--- config.mk ---
export PLATFORM = sky130hd
export DESIGN_NAME = http_chunked_body_decoder
export DESIGN_NICKNAME = d
export VERILOG_FILES = /design/src/rtl/core/hcbd_pkg.sv /design/src/rtl/core/hcbd_step.sv /design/src/rtl/core/http_chunked_body_decoder.sv
export SDC_FILE = /design/constraint.sdc
export NUM_CORES = 1
export LEC_CHECK = 0
export BUFFER_PORTS_ARGS = -buffer_cell sky130_fd_sc_hd__buf_2
export CAP_MARGIN = 20
export CORE_UTILIZATION = 55
export CTS_BUF_LIST = sky130_fd_sc_hd__clkbuf_8
export CTS_CLUSTER_SIZE = 28
export DETAILED_ROUTE_END_ITERATION = 6
export PLACE_DENSITY = 0.76
export SYNTH_ARGS = -nofsm -noshare
export SYNTH_HDL_FRONTEND = slang
export SYNTH_SLANG_ARGS = --single-unit
export TNS_END_PERCENT = 5
--- constraint.sdc ---
create_clock -name clk_i -period 2.3 [get_ports clk_i]
set_input_delay 0.115 -clock clk_i [delete_from_list [all_inputs] [get_ports clk_i]]
set_output_delay 0.115 -clock clk_i [all_outputs]
set_load 0.02 [all_outputs]
--- src/rtl/core/hcbd_pkg.sv ---
// ----------------------------------------------------------------------------
// hcbd_pkg
// Types, codes and helpers shared by the chunked body decoder modules.
// ----------------------------------------------------------------------------
`default_nettype none

package hcbd_pkg;

  localparam int unsigned SIZE_BITS_DEF = 32;
  localparam int unsigned RADIX_BITS    = 4;   // one hex digit

  localparam logic [7:0] CH_CR   = 8'h0D;
  localparam logic [7:0] CH_LF   = 8'h0A;
  localparam logic [7:0] CH_SEMI = 8'h3B;

  typedef enum logic [5:0] {
    PH_SIZE     = 6'b000001,
    PH_SKIP     = 6'b000010,
    PH_DATA     = 6'b000100,
    PH_AFTER    = 6'b001000,
    PH_AFTER_CR = 6'b010000,
    PH_DONE     = 6'b100000
  } phase_e;

  typedef enum logic [2:0] {
    ST_BUSY     = 3'd0,
    ST_DONE     = 3'd1,
    ST_BAD_SIZE = 3'd2,
    ST_NO_LF    = 3'd3,
    ST_OVERFLOW = 3'd4,
    ST_TRUNC    = 3'd5
  } status_e;

  typedef struct packed {
    logic [7:0] in_byte;
    logic       stream_end;
  } in_t;

  typedef struct packed {
    logic [7:0] out_byte;
    logic       out_valid;
    logic [2:0] status;
  } out_t;

  // control part of the decoder state
  typedef struct packed {
    phase_e  phase;
    logic    digit_seen;
    status_e status;
  } ctl_t;

  typedef struct packed {
    logic       ok;
    logic [3:0] value;
  } hex_t;

  function automatic hex_t hex_digit(input logic [7:0] c);
    hex_t r;
    r.ok    = 1'b1;
    r.value = 4'd0;
    if (c >= 8'h30 && c <= 8'h39) begin
      r.value = 4'(c - 8'h30);
    end else if (c >= 8'h41 && c <= 8'h46) begin
      r.value = 4'(c - 8'h41 + 8'd10);
    end else if (c >= 8'h61 && c <= 8'h66) begin
      r.value = 4'(c - 8'h61 + 8'd10);
    end else begin
      r.ok = 1'b0;
    end
    return r;
  endfunction

endpackage

`default_nettype wire

--- src/rtl/core/hcbd_step.sv ---
// ----------------------------------------------------------------------------
// hcbd_step
// Next-state and result logic of the decoder for one received word.
// ----------------------------------------------------------------------------
`default_nettype none

module hcbd_step
  import hcbd_pkg::*;
#(
  parameter int unsigned SizeBits = SIZE_BITS_DEF
) (
  input  ctl_t                ctl_i,
  input  logic [SizeBits-1:0] acc_i,
  input  logic [SizeBits-1:0] left_i,
  input  in_t                 item_i,
  output ctl_t                ctl_o,
  output logic [SizeBits-1:0] acc_o,
  output logic [SizeBits-1:0] left_o,
  output out_t                res_o
);

  hex_t                hex;
  logic                acc_top_set;
  logic [SizeBits-1:0] one;

  assign hex         = hex_digit(item_i.in_byte);
  assign acc_top_set = |acc_i[SizeBits-1 -: RADIX_BITS];
  assign one         = {{(SizeBits-1){1'b0}}, 1'b1};

  always_comb begin
    ctl_o          = ctl_i;
    acc_o          = acc_i;
    left_o         = left_i;
    res_o.out_byte = 8'd0;
    res_o.out_valid = 1'b0;

    if (ctl_i.status != ST_BUSY) begin
      // done or error: word ignored
    end else if (item_i.stream_end) begin
      ctl_o.status = ST_TRUNC;
    end else begin
      case (ctl_i.phase)
        PH_SIZE, PH_SKIP: begin
          if (item_i.in_byte == CH_LF) begin
            // end of size line
            if (!ctl_i.digit_seen) begin
              ctl_o.status = ST_BAD_SIZE;
            end else if (acc_i == '0) begin
              ctl_o.phase  = PH_DONE;
              ctl_o.status = ST_DONE;
            end else begin
              left_o      = acc_i;
              ctl_o.phase = PH_DATA;
            end
          end else if (ctl_i.phase == PH_SKIP) begin
            // extension or trailing bytes skipped
          end else if (item_i.in_byte == CH_CR || item_i.in_byte == CH_SEMI) begin
            ctl_o.phase = PH_SKIP;
          end else if (!hex.ok) begin
            ctl_o.status = ST_BAD_SIZE;
          end else if (acc_top_set) begin
            ctl_o.status = ST_OVERFLOW;
          end else begin
            acc_o            = {acc_i[SizeBits-RADIX_BITS-1:0], hex.value};
            ctl_o.digit_seen = 1'b1;
          end
        end
        PH_DATA: begin
          res_o.out_byte  = item_i.in_byte;
          res_o.out_valid = 1'b1;
          left_o          = left_i - one;
          if (left_i == one) begin
            ctl_o.phase = PH_AFTER;
          end
        end
        PH_AFTER: begin
          if (item_i.in_byte == CH_CR) begin
            ctl_o.phase = PH_AFTER_CR;
          end else if (item_i.in_byte == CH_LF) begin
            ctl_o.phase      = PH_SIZE;
            ctl_o.digit_seen = 1'b0;
            acc_o            = '0;
          end else begin
            ctl_o.status = ST_NO_LF;
          end
        end
        PH_AFTER_CR: begin
          if (item_i.in_byte == CH_LF) begin
            ctl_o.phase      = PH_SIZE;
            ctl_o.digit_seen = 1'b0;
            acc_o            = '0;
          end else begin
            ctl_o.status = ST_NO_LF;
          end
        end
        default: begin
        end
      endcase
    end

    res_o.status = ctl_o.status;
  end

endmodule

`default_nettype wire

--- src/rtl/core/http_chunked_body_decoder.sv ---
// ----------------------------------------------------------------------------
// http_chunked_body_decoder
// Decodes an HTTP/1.1 chunked body one byte per word, one result per word.
// ----------------------------------------------------------------------------
// path: an accepted word waits in the input register, is decoded, and its result
//   is held in the result register for as long as out_ready_i is low
// throughput: one word per cycle unless out_ready_i stalls the result register,
//   set by the single decode step between the input and result registers
// reset: control state and decoder state cleared asynchronously; no memories
`default_nettype none

module http_chunked_body_decoder
  import hcbd_pkg::*;
#(
  parameter int unsigned SizeBits = SIZE_BITS_DEF
) (
  input  logic clk_i,
  input  logic rst_ni,
  input  logic in_valid_i,
  output logic in_ready_o,
  input  in_t  in_data_i,
  output logic out_valid_o,
  input  logic out_ready_i,
  output out_t out_data_o
);

  logic                s1_valid_q, s1_valid_d;
  in_t                 s1_item_q;
  logic                s1_adv;
  logic                out_valid_q, out_valid_d;
  out_t                out_data_q;

  ctl_t                ctl_q, ctl_d;
  logic [SizeBits-1:0] acc_q, acc_d;
  logic [SizeBits-1:0] left_q, left_d;
  out_t                res;

  // whole pipe moves when the result register is free or being drained
  assign s1_adv      = !out_valid_q || out_ready_i;
  assign in_ready_o  = !s1_valid_q || s1_adv;
  assign s1_valid_d  = in_ready_o ? in_valid_i : s1_valid_q;
  assign out_valid_d = s1_adv ? s1_valid_q : out_valid_q;

  hcbd_step #(
    .SizeBits(SizeBits)
  ) u_step (
    .ctl_i (ctl_q),
    .acc_i (acc_q),
    .left_i(left_q),
    .item_i(s1_item_q),
    .ctl_o (ctl_d),
    .acc_o (acc_d),
    .left_o(left_d),
    .res_o (res)
  );

  always_ff @(posedge clk_i or negedge rst_ni) begin
    if (!rst_ni) begin
      s1_valid_q       <= 1'b0;
      out_valid_q      <= 1'b0;
      ctl_q.phase      <= PH_SIZE;
      ctl_q.digit_seen <= 1'b0;
      ctl_q.status     <= ST_BUSY;
      acc_q            <= '0;
      left_q           <= '0;
    end else begin
      s1_valid_q  <= s1_valid_d;
      out_valid_q <= out_valid_d;
      if (s1_valid_q && s1_adv) begin
        ctl_q  <= ctl_d;
        acc_q  <= acc_d;
        left_q <= left_d;
      end
    end
  end

  always_ff @(posedge clk_i) begin
    if (in_valid_i && in_ready_o) begin
      s1_item_q <= in_data_i;
    end
    if (s1_valid_q && s1_adv) begin
      out_data_q <= res;
    end
  end

  assign out_valid_o = out_valid_q;
  assign out_data_o  = out_data_q;

  // payload only goes out while the stream is still busy
  a_payload_busy : assert property (@(posedge clk_i) disable iff (!rst_ni)
    out_valid_o && out_data_o.out_valid |-> out_data_o.status == ST_BUSY)
    else $error("payload word with non-busy status");

  // done and error codes are sticky
  a_status_sticky : assert property (@(posedge clk_i) disable iff (!rst_ni)
    ctl_q.status != ST_BUSY |=> ctl_q.status == $past(ctl_q.status))
    else $error("sticky status changed");

  // a data phase always has bytes to go
  a_data_left : assert property (@(posedge clk_i) disable iff (!rst_ni)
    ctl_q.phase == PH_DATA && ctl_q.status == ST_BUSY |-> left_q != '0)
    else $error("data phase with zero bytes left");

  // a stalled result keeps the input stage from dropping its word
  a_stall_hold : assert property (@(posedge clk_i) disable iff (!rst_ni)
    s1_valid_q && !s1_adv |=> s1_valid_q && $stable(s1_item_q))
    else $error("input stage lost a word under stall");

endmodule

`default_nettype wire
==> flow_summary.rst <==
.. list-table::
   :header-rows: 1

   * - Metric
     - Value
   * - Result of the run
     - finished with violations
   * - Violations in the final reports
     - DRC, setup timing
   * - Post-layout instance count excluding filler cells
     - around 700
   * - Pwr dens
     - slightly below 500 mW/mm2
   * - Mux share of post-synthesis cell area
     - 0.0138
   * - Area growth from synthesis to final layout
     - 29.6%
   * - Ant. Diodes
     - 0
   * - Remaining number of nets flagged by the antenna check after routing
     - 0
   * - Setup-failing EPs final
     - 34
   * - Post-synthesis cell area
     - a little over 0.005 mm2
   * - Vertical die dimension
     - 98.2 um
   * - Largest net degree at the start of global routing
     - 77
   * - Maximum level of the CTS H-tree
     - 3
   * - Vias in the first global route
     - 4381
   * - Number of max-slew violations in the final report
     - 0
   * - Required time of the critical path
     - 2.54 ns
   * - Adder-cell area share of the yosys netlist
     - 0.0147
   * - Die Footprint
     - just under 0.01 mm2
   * - Share of synthesized registers carrying an async set or reset
     - 0.784
   * - CTS tree
     - built
   * - Simple-gate area share of the yosys netlist
     - 0.213
   * - Number of top-level design ports
     - 27
   * - Final #Nets
     - 609
   * - Crit path arrival time
     - 2.59 ns
   * - Row Count
     - 34
   * - Highest ir drop seen on vdd
     - about 350 uV
   * - Synth cell types
     - between 70 and 80
   * - Starting utilization of the core area
     - 0.576
   * - Number of register bits inferred by synthesis
     - 97
   * - Total instance count after detailed placement
     - 656
   * - Smallest setup slack after layout
     - -0.0422 ns
   * - Global-route wire length before repair
     - ~22000 um
   * - Detailed-route wire length
     - roughly 15000 um
   * - Longest Clk Path Bufs
     - 2
   * - Final global-route overflow total
     - 0
   * - Router iterations before antenna repair
     - 7
   * - Worst hold margin
     - 0.0830 ns
   * - Most used flip-flop cell after synthesis
     - sky130_fd_sc_hd__dfrtp_1
   * - Power after layout
     - around 3.3 mW
   * - Cell Chain, Critical Path
     - or4b_4 > nor2_4 > nand2_1 > nor2_1 > o2111ai_4 > buf_6 > buf_12 > a22o_1
   * - FMAX
     - roughly 0.43 GHz
   * - Total via count in the routed design
     - about 4600
   * - Xor and xnor fraction of the mapped netlist area
     - 0.0103
   * - Fin crit period
     - about 2.3 ns
   * - Gate Count Post-Synth
     - ~480
   * - TritonCTS Sinks
     - 97
   * - Final routed DRC violation total
     - 1
   * - Setup repair after global routing missed its margin
     - yes
   * - Commonest cells after routing, fill and taps aside
     - sky130_fd_sc_hd__buf_4 (76), sky130_fd_sc_hd__dfrtp_1 (74), sky130_fd_sc_hd__nor2_1 (43), sky130_fd_sc_hd__a22o_1 (34), sky130_fd_sc_hd__buf_2 (25)
   * - Minimum setup slack after placement
     - -0.103 ns
   * - Max-Cap Viols
     - 0
   * - Post-layout util
     - 0.746
   * - Routed wire per std cell
     - between 20 and 25 um
   * - Number of failing hold endpoints at the final stage
     - 0
   * - Crit end category
     - flop
   * - Number of synthesized flops with an enable pin
     - 21
   * - Kind of cell adding the most delay to the critical path
     - simple AND/OR/NAND/NOR gates
   * - Cell at the root of the clock tree
     - sky130_fd_sc_hd__clkbuf_8
   * - Net count after synthesis
     - roughly 500
   * - Worst skew pair latency
     - about 0.37 ns
   * - Number of buffers and inverters on the critical path
     - 2
   * - Vias per Instance
     - roughly 6.5
   * - Final Skew
     - ~0.015 ns
   * - Setup Crit Path Kind
     - flop to flop
   * - Die extent in x
     - between 90 and 100 um
   * - GPL Wtd Cong
     - just under 1
   * - Cts bufs inserted
     - 9
   * - Worst-margin pin slew
     - 0.614 ns
   * - Most common library cell in the layout ignoring fill and taps
     - sky130_fd_sc_hd__buf_4
   * - Delay contributed by the slowest stage of the critical path
     - 0.63 ns
   * - Initial detailed-routing violation count
     - 337
   * - Detail Placement HPWL
     - 9420 um
   * - Overall global routing resource usage
     - 0.297
   * - Floorplan Core Area
     - between 0.008 and 0.009 mm2
   * - Average footprint of a synthesized cell
     - about 11 um2
   * - Nature of the critical path startpoint
     - flop
   * - Static power due to leakage
     - 2.91 nW
   * - Share of post-route cells with drive strength above 1
     - 0.328
   * - Share of the cycle needed by the critical path after routing
     - 1.02
   * - Share of the synthesized area in compound gates (AO/OA/AOI/OAI)
     - 0.218
   * - Seq/Total Area, Yosys
     - 0.497
   * - Hold Crit Class
     - primary input to flop
   * - Number of antenna violations at the first check in global routing
     - 0
   * - Fillcell total
     - between 500 and 600
   * - Count of port buffers added during placement
     - 26
   * - Largest family of logic cells by synthesized area
     - compound AO/OA/AOI/OAI gates
   * - Worst-case headroom to the max-slew limit
     - 0.589
   * - CTS clk-pin slew, worst paths
     - 0.10 ns
   * - Total number of yosys warnings
     - 0
   * - Largest fanout of any net on the critical path
     - 13
   * - Critical-path cell with the highest stage delay
     - sky130_fd_sc_hd__or4b_4
==> registers in the layout, summed over array words and instances (netlist names) <==
| signal | count |
|---|---|
| left_q | 32 |
| s1_item_q | 9 |
| out_data_o | 12 |
| s1_valid_q | 1 |
| ctl_q | 10 |
| out_valid_o | 1 |
| acc_q | 32 |
==> worst min-delay path: cells and delay by family <==
family                 cells  cell delay (ns)
AND/OR/NAND/NOR            2             0.21
buffers and inverters      1             0.09
==> worst paths after layout <==
path,startpoint,endpoint,slack [ns],depth (start not counted)
max reg2reg,s1_item_q[6],acc_q[8],-0.04,8
max,s1_item_q[6],acc_q[8],-0.04,8
max in group asynchronous,rst_ni,left_q[15],1.66,3
min,out_ready_i,s1_valid_q,0.08,3
min in group asynchronous,rst_ni,ctl_q[0],0.30,3
min reg2reg,left_q[7],left_q[7],0.51,2
==> synthesized netlist by cell type (all sizes together), types with 3 or more instances <==
master / n / share of area
or3: 4 / 0.0049
o21bai: 3 / 0.0044
nand2: 29 / 0.024
a32o: 7 / 0.014
clkbuf: 7 / 0.0052
dfrtp: 75 / 0.37
buf: 17 / 0.021
a21oi: 23 / 0.023
nor2: 45 / 0.035
xnor2: 3 / 0.0052
nand3b: 5 / 0.0074
and2: 4 / 0.0049
o211ai: 3 / 0.0044
nor2b: 3 / 0.0037
edfxtp: 21 / 0.12
o32a: 5 / 0.0098
a21o: 4 / 0.0059
mux2: 5 / 0.012
o21ai: 30 / 0.030
or4: 5 / 0.0081
nand2b: 5 / 0.0061
xor2: 3 / 0.0052
nor3: 21 / 0.026
a22o: 34 / 0.058
ha: 6 / 0.015
and3: 10 / 0.013
a41oi: 3 / 0.0052
nor4: 20 / 0.033
nand4: 6 / 0.0074
inv: 9 / 0.0066
o22ai: 3 / 0.0037
nor3b: 3 / 0.0044
nand3: 11 / 0.013
a31oi: 10 / 0.012
a22oi: 3 / 0.0044
==> per-stage QoR <==
stage / setup TNS (ns) / instance area, um2
2_1_floorplan: 0 / 5120
3_3_place_gp: -0.0569 / 5820
3_5_place_dp: -2.32 / 5820
4_1_cts: -0.293 / 6240
5_1_grt: -4.59 / 6600
6_report: -0.769 / 6600
==> repair_timing <==
item                                    4_1_cts  5_1_grt
pin swaps                                     7       23
gates resized for setup                      13       49
cloned                                        1        1
endpoints found under the setup margin       40       69
hold buffers                                 11        0
setup buffers                                 2       16
endpoints found under the hold margin        85        0
==> where the power goes <==
group / switching [mW] / internal [mW] / total, mW
clock: 0.630 / 0.648 / 1.28
sequential: 0.0165 / 1.78 / 1.80
combinational: 0.112 / 0.0708 / 0.183
total: 0.759 / 2.50 / 3.26
==> layer usage <==
metal / GRT usage / part of all wire / vias to the layer above
met1: 0.427 / 0.43 / 2271
met2: 0.467 / 0.48 / 205
met4: 0.109 / 0.025 / 0
met5: 0 / 0 / -
met3: 0.0358 / 0.073 / 42
li1: - / - / 2072
==> layout make-up <==
type	instances	area, um2	area share
multi-input cells	348	2640	0.400
clock inverters	6	87.6	0.0133
flip-flops and latches	97	2530	0.384
repair buffers	125	1030	0.157
inverters	9	33.8	0.00512
clock buffers	10	138	0.0208
well taps	108	135	0.0205
==> cells by family after synthesis <==
group | after synthesis
AO/OA/AOI/OAI | 149
XOR/XNOR | 6
buffers and inverters | 33
AND/OR/NAND/NOR | 181
adder cells (fa/ha/maj) | 6
multiplexers | 6
flip-flops | 97
Note: power is estimated with default switching activity, not from simulation.
